==> src/rtl/xcfc_pkg.sv <==
// shared types, constants and byte classifiers for the xor checksum frame checker
`default_nettype none

package xcfc_pkg;

  // default saturation point of the field counter
  localparam int FIELD_COUNT_MAX_DEFAULT = 63;

  // width of the reported field count and of the min_fields register
  localparam int FC_W = 6;

  localparam logic [FC_W-1:0] MIN_FIELDS_RESET = FC_W'(5);
  localparam logic [FC_W-1:0] FC_OUT_MAX       = FC_W'(63);

  localparam logic [7:0] CHAR_DOLLAR = 8'h24;
  localparam logic [7:0] CHAR_STAR   = 8'h2A;
  localparam logic [7:0] CHAR_COMMA  = 8'h2C;

  typedef enum logic [1:0] {
    PH_HUNT,
    PH_CONTENT,
    PH_CHECK
  } frame_phase_t;

  typedef enum logic [1:0] {
    HX_SKIP,
    HX_DIGITS,
    HX_DONE
  } hex_phase_t;

  typedef enum logic [1:0] {
    STATUS_OK       = 2'd0,
    STATUS_NO_FRAME = 2'd1,
    STATUS_MISMATCH = 2'd2,
    STATUS_FEW      = 2'd3
  } status_t;

  typedef struct packed {
    logic [7:0] rx_byte;
    logic       end_of_packet;
  } rx_item_t;

  typedef struct packed {
    status_t         status;
    logic [FC_W-1:0] field_count;
    logic [7:0]      computed_sum;
    logic [7:0]      received_sum;
  } result_t;

  // space, tab, lf, vt, ff, cr
  function automatic logic is_space(input logic [7:0] b);
    return (b == 8'h20) || (b >= 8'h09 && b <= 8'h0D);
  endfunction

  function automatic logic is_hex(input logic [7:0] b);
    return (b >= 8'h30 && b <= 8'h39) || (b >= 8'h61 && b <= 8'h66) ||
           (b >= 8'h41 && b <= 8'h46);
  endfunction

  function automatic logic [3:0] hex_nibble(input logic [7:0] b);
    logic [7:0] v;
    if (b >= 8'h30 && b <= 8'h39) begin
      v = b - 8'h30;
    end else if (b >= 8'h61 && b <= 8'h66) begin
      v = b - 8'h57;
    end else begin
      v = b - 8'h37;
    end
    return v[3:0];
  endfunction

endpackage

`default_nettype wire

==> src/rtl/xcfc_tracker.sv <==
// frame phase tracking, content xor, comma count, hex checksum and verdict
`default_nettype none

module xcfc_tracker #(
  parameter int FIELD_COUNT_MAX = xcfc_pkg::FIELD_COUNT_MAX_DEFAULT
) (
  input  wire logic                      clk,
  input  wire logic                      rst,
  input  wire logic                      step,
  input  wire xcfc_pkg::rx_item_t        item,
  input  wire logic [xcfc_pkg::FC_W-1:0] min_fields,
  output xcfc_pkg::result_t              result
);
  import xcfc_pkg::*;

  localparam int CNT_W = $clog2(FIELD_COUNT_MAX + 1);
  localparam int CMP_W = (CNT_W > FC_W) ? CNT_W : FC_W;
  // commas counted up to the point where fields reach the maximum
  localparam logic [CNT_W-1:0] CNT_SAT = CNT_W'(FIELD_COUNT_MAX - 1);

  frame_phase_t     phase, phase_next;
  hex_phase_t       hxp, hxp_next;
  logic [7:0]       xor_acc, xor_next;
  logic [7:0]       hex_acc, hex_next;
  logic [CNT_W-1:0] cnt, cnt_next;
  logic             early, early_next;

  logic [CNT_W-1:0] fields;
  logic [CMP_W-1:0] fields_w;
  logic [7:0]       b;

  assign b = item.rx_byte;

  // next state for the current byte
  always_comb begin
    phase_next = phase;
    hxp_next   = hxp;
    xor_next   = xor_acc;
    hex_next   = hex_acc;
    cnt_next   = cnt;
    early_next = early;
    case (phase)
      PH_HUNT: begin
        if (!early) begin
          if (b == CHAR_DOLLAR) begin
            phase_next = PH_CONTENT;
          end else if (b == CHAR_STAR) begin
            early_next = 1'b1;
          end
        end
      end
      PH_CONTENT: begin
        if (b == CHAR_STAR) begin
          phase_next = PH_CHECK;
        end else begin
          xor_next = xor_acc ^ b;
          if (b == CHAR_COMMA && cnt != CNT_SAT) begin
            cnt_next = cnt + CNT_W'(1);
          end
        end
      end
      PH_CHECK: begin
        case (hxp)
          HX_SKIP: begin
            if (is_hex(b)) begin
              hex_next = {4'h0, hex_nibble(b)};
              hxp_next = HX_DIGITS;
            end else if (!is_space(b)) begin
              hxp_next = HX_DONE;
            end
          end
          HX_DIGITS: begin
            if (is_hex(b)) begin
              hex_next = {hex_acc[3:0], hex_nibble(b)};
            end else begin
              hxp_next = HX_DONE;
            end
          end
          default: hxp_next = hxp;
        endcase
      end
      default: phase_next = PH_HUNT;
    endcase
  end

  // verdict from the state after this byte
  always_comb begin
    fields   = cnt_next + CNT_W'(1);
    fields_w = CMP_W'(fields);
    result   = '0;
    if (phase_next != PH_CHECK) begin
      result.status = STATUS_NO_FRAME;
    end else begin
      if (xor_next != hex_next) begin
        result.status = STATUS_MISMATCH;
      end else if (fields_w < CMP_W'(min_fields)) begin
        result.status = STATUS_FEW;
      end else begin
        result.status = STATUS_OK;
      end
      result.field_count  = (fields_w > CMP_W'(FC_OUT_MAX)) ? FC_OUT_MAX
                                                            : fields_w[FC_W-1:0];
      result.computed_sum = xor_next;
      result.received_sum = hex_next;
    end
  end

  always_ff @(posedge clk) begin
    if (rst || (step && item.end_of_packet)) begin
      phase   <= PH_HUNT;
      hxp     <= HX_SKIP;
      xor_acc <= '0;
      hex_acc <= '0;
      cnt     <= '0;
      early   <= 1'b0;
    end else if (step) begin
      phase   <= phase_next;
      hxp     <= hxp_next;
      xor_acc <= xor_next;
      hex_acc <= hex_next;
      cnt     <= cnt_next;
      early   <= early_next;
    end
  end

endmodule

`default_nettype wire

==> config.mk <==
export PLATFORM = sky130hd
export DESIGN_NAME = xcfc_tracker
export DESIGN_NICKNAME = d
export VERILOG_FILES = /design/src/rtl/xcfc_pkg.sv /design/src/rtl/xcfc_tracker.sv
export SDC_FILE = /design/constraint.sdc
export NUM_CORES = 1
export LEC_CHECK = 0
export BUFFER_PORTS_ARGS = -buffer_cell sky130_fd_sc_hd__buf_2
export CELL_PAD_IN_SITES_DETAIL_PLACEMENT = 1
export CELL_PAD_IN_SITES_GLOBAL_PLACEMENT = 2
export CORE_ASPECT_RATIO = 1.75
export CORE_MARGIN = 1.5
export CORE_UTILIZATION = 33
export CTS_BUF_LIST = sky130_fd_sc_hd__clkbuf_8
export DETAILED_ROUTE_END_ITERATION = 6
export PLACE_DENSITY = 0.94
export SLEW_MARGIN = 30
export SYNTH_ARGS = -nofsm -noshare
export SYNTH_HDL_FRONTEND = slang
export SYNTH_SLANG_ARGS = --single-unit
export TNS_END_PERCENT = 10
==> constraint.sdc <==
create_clock -name clk -period 4.44 [get_ports clk]
set_clock_uncertainty 0.15 [all_clocks]
set_input_delay 0.444 -clock clk [delete_from_list [all_inputs] [get_ports clk]]
set_output_delay 0.444 -clock clk [all_outputs]
set_load 0.05 [all_outputs]
; Word-level counts from Yosys, hierarchy flattened
; Index checks and enable logic that the tools add are counted.
[op_classes]
n_addsub = 5
n_mux = 27
reduce_logical = 15
n_lt_le_gt_ge = 10
n_eq_ne = 12
bitwise_logic = 1
[op_table]
columns = cell, n
row1 = $mux 8, 5
row2 = $eq 8x6->1 const B, 4
row3 = $mux 6, 4
row4 = $mux 22, 1
row5 = $mux 2, 9
row6 = $ge 8x7->1 const B, 2
row7 = $le 8x7->1 const B, 2
row8 = $pmux 8 s2, 1
row9 = $add 6x1->6 const B, 2
row10 = $ge 8x4->1 const B, 1
row11 = $ge 8x6->1 const B, 1
row12 = $le 8x4->1 const B, 1
row13 = $le 8x6->1 const B, 1
row14 = $mux 4, 2
row15 = $ne 8x8->1, 1
row16 = $sub 4x3->4 const B, 2
row17 = $xor 8x8->8, 1
row18 = $gt 6x6->1 const B, 1
row19 = $logic_and 1x1->1, 6
row20 = $lt 6x6->1, 1
row21 = $ne 6x6->1 const B, 1
row22 = $pmux 2 s3, 1
row23 = $reduce_and 5->1, 1
row24 = $eq 2x1->1 const B, 2
row25 = other kinds (10), 17
[totals]
register_bits = 27
inputBits = 18
wordCells = 76

; Logic depth before layout (Yosys ltp)
; Gate-level depths: netlist (run 1).
[logic_depth]
depth_word = 10
mapped_depth = 18

; Least setup slack after synthesis (run 1)
; Ideal clock, no wire load.
[synth_path]
path_kind = input to output
startpoint = input port item[1] (netlist bit)
endpoint = output port result[23] (netlist bit)
n_path_buf = 2
t_arrival_ps = 4064
stages = 17
setup_slack_ps = -218
cell_sequence = clkbuf_1 > inv_1 > ha_1 > and3_1 > and2_1 > buf_2 > xnor2_1 > ha_1 > nand3_1 > o211ai_1 > xor2_1 > ha_1 > a21o_1 > a211oi_1 > nor2_1 > o41a_1 > a41oi_1
[synth_lines]
columns = element, line
row1 = start: declaration, xcfc_tracker.sv:10  ; input wire xcfc_pkg::rx_item_t item,
row2 = end: declaration, xcfc_tracker.sv:12  ; output xcfc_pkg::result_t result

==> results of run 1 <==
## repair_timing
action / 4_1_cts / 5_1_grt
buffers inserted: 0 / 1
setup endpoints to repair: 2 / 2
hold buffers: 0 / 0
pin swaps: 0 / 4
resized for setup: 4 / 11
gates cloned: 0 / 0
endpoints found under the hold margin: 0 / 0
## worst min-delay path: cells and delay by family, from the launching register on
family | cells | cell delay, ps
AOI/OAI and AO/OA | 1 | 50
and+or+nand+nor | 1 | 50
DFF | 1 | 320
## cells in the mapped netlist (2+ instances only)
library cell  count
o21a_1            4
xnor2_1          17
xor2_1           21
clkbuf_1         14
and3_1            4
nand3b_1          2
nor2b_1           5
mux2i_1           7
buf_2             4
mux2_2            3
nand3_1           8
a211oi_1          8
a21oi_1          17
ha_1             14
inv_1            17
nand4b_1          2
nand2_1          30
dfxtp_1          27
nand4_1           3
a41oi_1           3
nor3_1            3
a21oi_2           2
a31oi_1           4
and2_1            8
o22ai_1           2
a21o_1            4
nor2_1           51
o21ai_0           5
## metrics by stage
stage | instances | setup WS, ps | total power [mW] | hold slack, ps
after global routing | 439 | 22.2 | 0.492 | 345
after global placement | 434 | 246 | 0.329 | 293
after detailed placement | 434 | 81.6 | 0.331 | 305
after CTS | 438 | 2.84 | 0.480 | 321
final | 439 | 248 | 0.474 | 319
after floorplan | 317 | 122 | 0.302 | 281
## final cells by class
class	instances	area [µm²]	area share
Inverter	17	63.8	0.0228
Sequential cell	27	546	0.195
Multi-Input combinational cell	253	1740	0.621
Clock buffer	3	41.3	0.0147
Timing Repair Buffer	52	300	0.107
Tap cell	86	108	0.0384
Clock inverter	1	5.00	0.00179
## layer usage
layer	wire length, µm	vias up	track usage
met5	0	-	0
met4	285	0	0.109
met3	147	23	0.0117
met2	4190	57	0.407
met1	2880	1153	0.200
li1	-	1161	-
## worst paths after layout
path              start    endpoint  slack [ps]  cells after the start
min          hex_acc[4]  hex_acc[4]         320                      2
max reg2reg    phase[1]  hex_acc[7]        2010                      6
max              cnt[1]  result[23]         250                     16
min reg2reg  hex_acc[4]  hex_acc[4]         320                      2
## where the power goes
| group | switching (mW) | internal, mW |
|---|---|---|
| registers | 0.00162 | 0.242 |
| logic | 0.0533 | 0.0287 |
| clock network | 0.0851 | 0.0633 |
## cells by family (layout without fill, tap and decap cells)
logic type,Yosys count,count (layout)
xor+xnor,38,38
buf+inv,37,73
compound gates,66,66
flops,27,27
simple gates,125,125
mux,10,10
fa+ha+maj,14,14
## cells in the final DEF (no fill, tap or decap), drive strengths merged, types with 3 or more instances in the layout
master	count
a211oi	9
a21o	4
a21oi	19
a31oi	4
a41oi	3
and2	8
and3	4
buf	52
clkbuf	3
dfxtp	27
ha	14
inv	17
mux2	3
mux2i	7
nand2	30
nand3	8
nand4	3
nor2	51
nor2b	5
nor3	3
o21a	4
o21ai	5
xnor2	17
xor2	21
## sequential cells by signal, summed over array words and instances (netlist names)
| signal | flops |
|---|---|
| hex_acc | 8 |
| xor_acc | 8 |
| cnt | 6 |
| hxp | 2 |
| phase | 2 |
| early | 1 |
==> results.py, run 1 <==
metrics = {
    "cts": {
        "cts-htree-levels": 1,
        "cts_sinks": 27,
        "clkLatencyLatePin_ps": 290,
        "clock-root-buffer": "clkbuf_8",
        "cts_tree": "done",
        "clkTransAtPathRegs_ps": 100,
        "ctsLongestPathBuffers": 2,
        "cts_buffers": 3,
    },
    "layout": {
        "fin_util": 0.393,
        "nets": 386,
        "stdcell_area_um2": 2800,
        "area_delta_synth_final_pct": 16.7,
        "layout-drive-gt1-share": 0.224,
        "antennaDiodeCount": 0,
        "n_fill_cell": 924,
    },
    "drt": {
        "first_pass_iters": 4,
        "ant_nets": 0,
        "wl_per_cell_um": 17.1,
        "drtIter0Drc": 84,
        "vias": 2394,
        "drt-vias-per-instance": 5.45,
        "wl_um": 7500,
        "route.detailed.drc": 0,
    },
    "global_routing": {
        "grt_pass1_wl_um": 12200,
        "antenna_found_initial": 0,
        "grt_overflow_total": 0,
        "grt_use_total": 0.205,
        "grt_max_degree": 28,
        "first_global_vias": 2600,
    },
    "sta": {
        "fin_tns_setup_ps": 0,
        "relSlewSlack": 0.611,
        "grt_setup_unrepaired": "false",
        "period_needed_ps": 4190,
        "tightestPinTransition_ps": 569,
        "setup_viol": 0,
        "hold_viol_final": 0,
        "max_freq_mhz": 239,
        "min_period_over_period": 0.944,
        "slew_violations": 0,
    },
    "logic_synthesis": {
        "synth-simple-area-share": 0.256,
        "synthArstFlopShare": 0,
        "synth_compound_area_frac": 0.200,
        "yosysWarnings": 0,
        "yosys.area.top_type": "dfxtp_1",
        "ys_ff_latch": 27,
        "synth_xor_area_frac": 0.139,
        "syn_area_um2": 2400,
        "synth_edf_count": 0,
        "netlist_instances": 317,
        "synth_nets": 349,
        "synth_area_per_cell_um2": 7.58,
        "ys_seq_area_frac": 0.225,
        "yosysUniqueCellTypes": 56,
        "synth_top_family_by_area": "simple AND/OR/NAND/NOR gates",
        "yosys.area_share.adder": 0.0729,
        "synth_area_leaders": "dfxtp_1, nor2_1, xor2_1",
        "synth_top_area_frac": 0.225,
        "ys.flop_type": "dfxtp_1",
        "synth_mux_area_frac": 0.0432,
    },
    "critical_path": {
        "worst_setup_path_start_kind": "register",
        "crit_fanout": 6,
        "path_cells": "ha_1, a41oi_2, and2_4, buf_4, a21oi_2, ha_2, nand3_1, o211ai_1, xor2_1, ha_1, a21o_1, a211oi_2, nor2_1, o41a_1, a41oi_2, buf_6",
        "critical_path.slowest_cell": "dfxtp_1",
        "end_kind": "primary output",
        "cp.buffers_inverters": 2,
        "critPathKind": "reg2out",
        "slowest_delay_ps": 420,
        "critical_path_arrival_ps": 3600,
        "path_delay_family": "compound AO/OA/AOI/OAI gates",
        "required_ps": 3850,
    },
    "floorplanning": {
        "core_um2": 7130,
        "die_h_um": 116,
        "die_w_um": 67.5,
        "initial_utilization": 0.337,
        "dieArea_um2": 7820,
        "rows": 41,
        "io_pins": 42,
    },
    "placed_design": {
        "dpl_cell_area_um2": 2710,
        "post-dp-hpwl_um": 6050,
        "gp_congestion": 0.902,
        "portBuffers": 41,
    },
    "hold_path": {
        "hold_class": "reg2reg",
    },
    "flow_run": {
        "cap_violations": 0,
    },
    "run_status": {
        "outcome": "finished, final reports clean",
    },
    "power": {
        "p_leak_nw": 1.13,
        "peakVddDrop_mv": 0.0967,
        "powerDensity_nw_per_um2": 169,
    },
}
Note: power is estimated with default switching activity, not from simulation.
==> run 2: changes to the inputs <==
- ABC_AREA: not set -> 1
- BUFFER_PORTS_ARGS: -buffer_cell sky130_fd_sc_hd__buf_2 -> not set
- CORE_UTILIZATION: 33 -> 34
- DONT_BUFFER_PORTS: not set -> 1
==> results.py, run 2 <==
metrics = {
    "sta": {
        "tightestPinTransition_ps": 975,
        "setup_viol": 0,
        "grt_setup_unrepaired": "false",
        "relSlewSlack": 0.348,
        "slew_violations": 0,
        "hold_viol_final": 0,
        "fin_tns_setup_ps": 0,
        "max_freq_mhz": 246,
        "min_period_over_period": 0.917,
        "period_needed_ps": 4070,
    },
    "logic_synthesis": {
        "synth-simple-area-share": 0.373,
        "yosysWarnings": 0,
        "synth_common_cells": "nand2_1, inv_1, nor2_1",
        "ys_ff_latch": 27,
        "netlist_instances": 407,
        "yosys.area.top_type": "dfxtp_1",
        "synthArstFlopShare": 0,
        "synth_xor_area_frac": 0.0469,
        "synth_nets": 439,
        "synth_compound_area_frac": 0.143,
        "yosysMostFrequentCell": "nand2_1",
        "synth_area_leaders": "dfxtp_1, nand2_1, inv_1",
        "ys_seq_area_frac": 0.223,
        "yosys.area_share.adder": 0.0722,
        "ys.flop_type": "dfxtp_1",
        "synth_mux_area_frac": 0,
        "syn_area_um2": 2430,
        "yosysUniqueCellTypes": 33,
        "synth_area_per_cell_um2": 5.96,
        "synth_top_area_frac": 0.223,
        "synth_top_family_by_area": "simple AND/OR/NAND/NOR gates",
        "synth_edf_count": 0,
    },
    "critical_path": {
        "path_delay_family": "simple AND/OR/NAND/NOR gates",
        "worst_setup_path_start_kind": "register",
        "critical_path_arrival_ps": 3480,
        "crit_fanout": 7,
        "path_cells": "inv_1, ha_1, nand3_1, nor2_1, inv_1, nand4_1, nor2_4, nand2_2, xor2_1, nor2_2, nand2_1, xnor2_1, inv_1, ha_1, a21oi_1, nor2_1, a211oi_1, nand2_1, nand3_1, nand2_1, clkinvlp_4",
        "critPathKind": "reg2out",
        "cp.buffers_inverters": 4,
        "slowest_delay_ps": 410,
        "critical_path.slowest_cell": "dfxtp_1",
        "end_kind": "primary output",
        "required_ps": 3850,
    },
    "global_routing": {
        "grt_overflow_total": 0,
        "antenna_found_initial": 0,
        "grt_max_degree": 28,
        "first_global_vias": 2554,
        "grt_pass1_wl_um": 11900,
        "grt_use_total": 0.201,
    },
    "placed_design": {
        "post-dp-hpwl_um": 5980,
        "portBuffers": 0,
        "gp_congestion": 0.820,
        "dpl_cell_area_um2": 2550,
    },
    "layout": {
        "area_delta_synth_final_pct": 7.43,
        "n_fill_cell": 961,
        "final_common_cell": "nand2_1",
        "fin_util": 0.377,
        "nets": 443,
        "antennaDiodeCount": 0,
        "layout-drive-gt1-share": 0.0951,
        "layout_common_cells": "nand2_1, inv_1, nor2_1, nand3_1, a21oi_1",
        "seqCellArea_um2": 541,
        "multi_input_area_um2": 1550,
        "top_regs": "hex_acc x8, xor_acc x8, cnt x6",
        "stdcell_area_um2": 2610,
    },
    "hold_path": {
        "hold_class": "in2reg",
    },
    "floorplanning": {
        "io_pins": 42,
        "initial_utilization": 0.351,
        "core_um2": 6910,
        "rows": 40,
        "die_w_um": 66.9,
        "die_h_um": 115,
        "dieArea_um2": 7670,
    },
    "drt": {
        "vias": 2479,
        "first_pass_iters": 4,
        "wl_per_cell_um": 14.8,
        "wl_um": 7290,
        "route.detailed.drc": 0,
        "ant_nets": 0,
        "drt-vias-per-instance": 5.02,
        "drtIter0Drc": 68,
    },
    "power": {
        "total_power_mw": 0.566,
        "peakVddDrop_mv": 0.102,
        "p_leak_nw": 1.41,
        "powerDensity_nw_per_um2": 217,
    },
    "cts": {
        "clock-root-buffer": "clkbuf_8",
        "clkTransAtPathRegs_ps": 90,
        "hold_buffers": 0,
        "clkLatencyLatePin_ps": 280,
        "cts-htree-levels": 1,
        "cts_sinks": 27,
        "post_cts_buffers": 0,
        "cts_buffers": 3,
        "ctsLongestPathBuffers": 2,
        "cts_tree": "done",
    },
    "run_status": {
        "outcome": "finished, final reports clean",
    },
    "flow_run": {
        "cap_violations": 0,
    },
}
[run 2: power breakdown]
part	switching [mW]	internal, mW	total (mW)
Sequential	0.00888	0.254	0.263
Clock	0.0847	0.0624	0.147
Combinational	0.110	0.0464	0.156
[run 2: worst reg2reg max path, cell delays in order, from the launching register on]
cell and delay, ps:
dfxtp_1 410, inv_1 100, ha_1 210, nand3_1 90, nor2_1 60, inv_1 50, nand4_1 130, nor2_4 200
nand4_1 150, inv_1 90, nand2_1 50, nand2_1 90, inv_1 70, a21oi_1 120
[run 2: cell families (layout without fill, tap and decap cells)]
family / after synthesis / in the layout
AND/OR/NAND/NOR: 201 / 201
buffers and inverters: 88 / 91
AO/OA/AOI/OAI: 64 / 64
flip-flops: 27 / 27
adder cells (fa/ha/maj): 14 / 14
XOR/XNOR: 13 / 13
[run 2: repair_timing]
item	CTS	global route
resized for setup	0	3
endpoints found under the setup margin	0	2
hold endpoints to repair	0	0
[run 2: area by class of cell]
class                           instances  area share
Sequential cell                        27       0.207
Inverter                               77       0.112
Clock inverter                          1     0.00144
Clock buffer                            3      0.0158
Multi-Input combinational cell        292       0.594
Tap cell                               84      0.0403
Timing Repair Buffer                   10      0.0288
[run 2: path summary, 6_finish.rpt]
path              startpoint         end  slack (ps)  cells after the start
setup / recovery      cnt[0]  result[23]         370                     21
hold / removal          step      cnt[3]         100                      1
setup reg to reg      cnt[0]      cnt[5]        2420                     13
hold reg to reg        early       early         350                      1
[run 2: stage by stage]
stage	instances	hold WS, ps	setup WS, ps
after CTS	494	86.5	205
after floorplan	407	291	646
after global placement	490	309	463
after detailed placement	490	320	351
after global routing	494	88.2	41.5
final	494	102	371
[run 2: routing by layer]
layer,share of wire,global-route usage,vias to the layer above
met4,0.029,0.0830,0
met5,0,0,-
met3,0.030,0.0235,11
met1,0.40,0.201,1157
met2,0.54,0.399,39
li1,-,-,1272
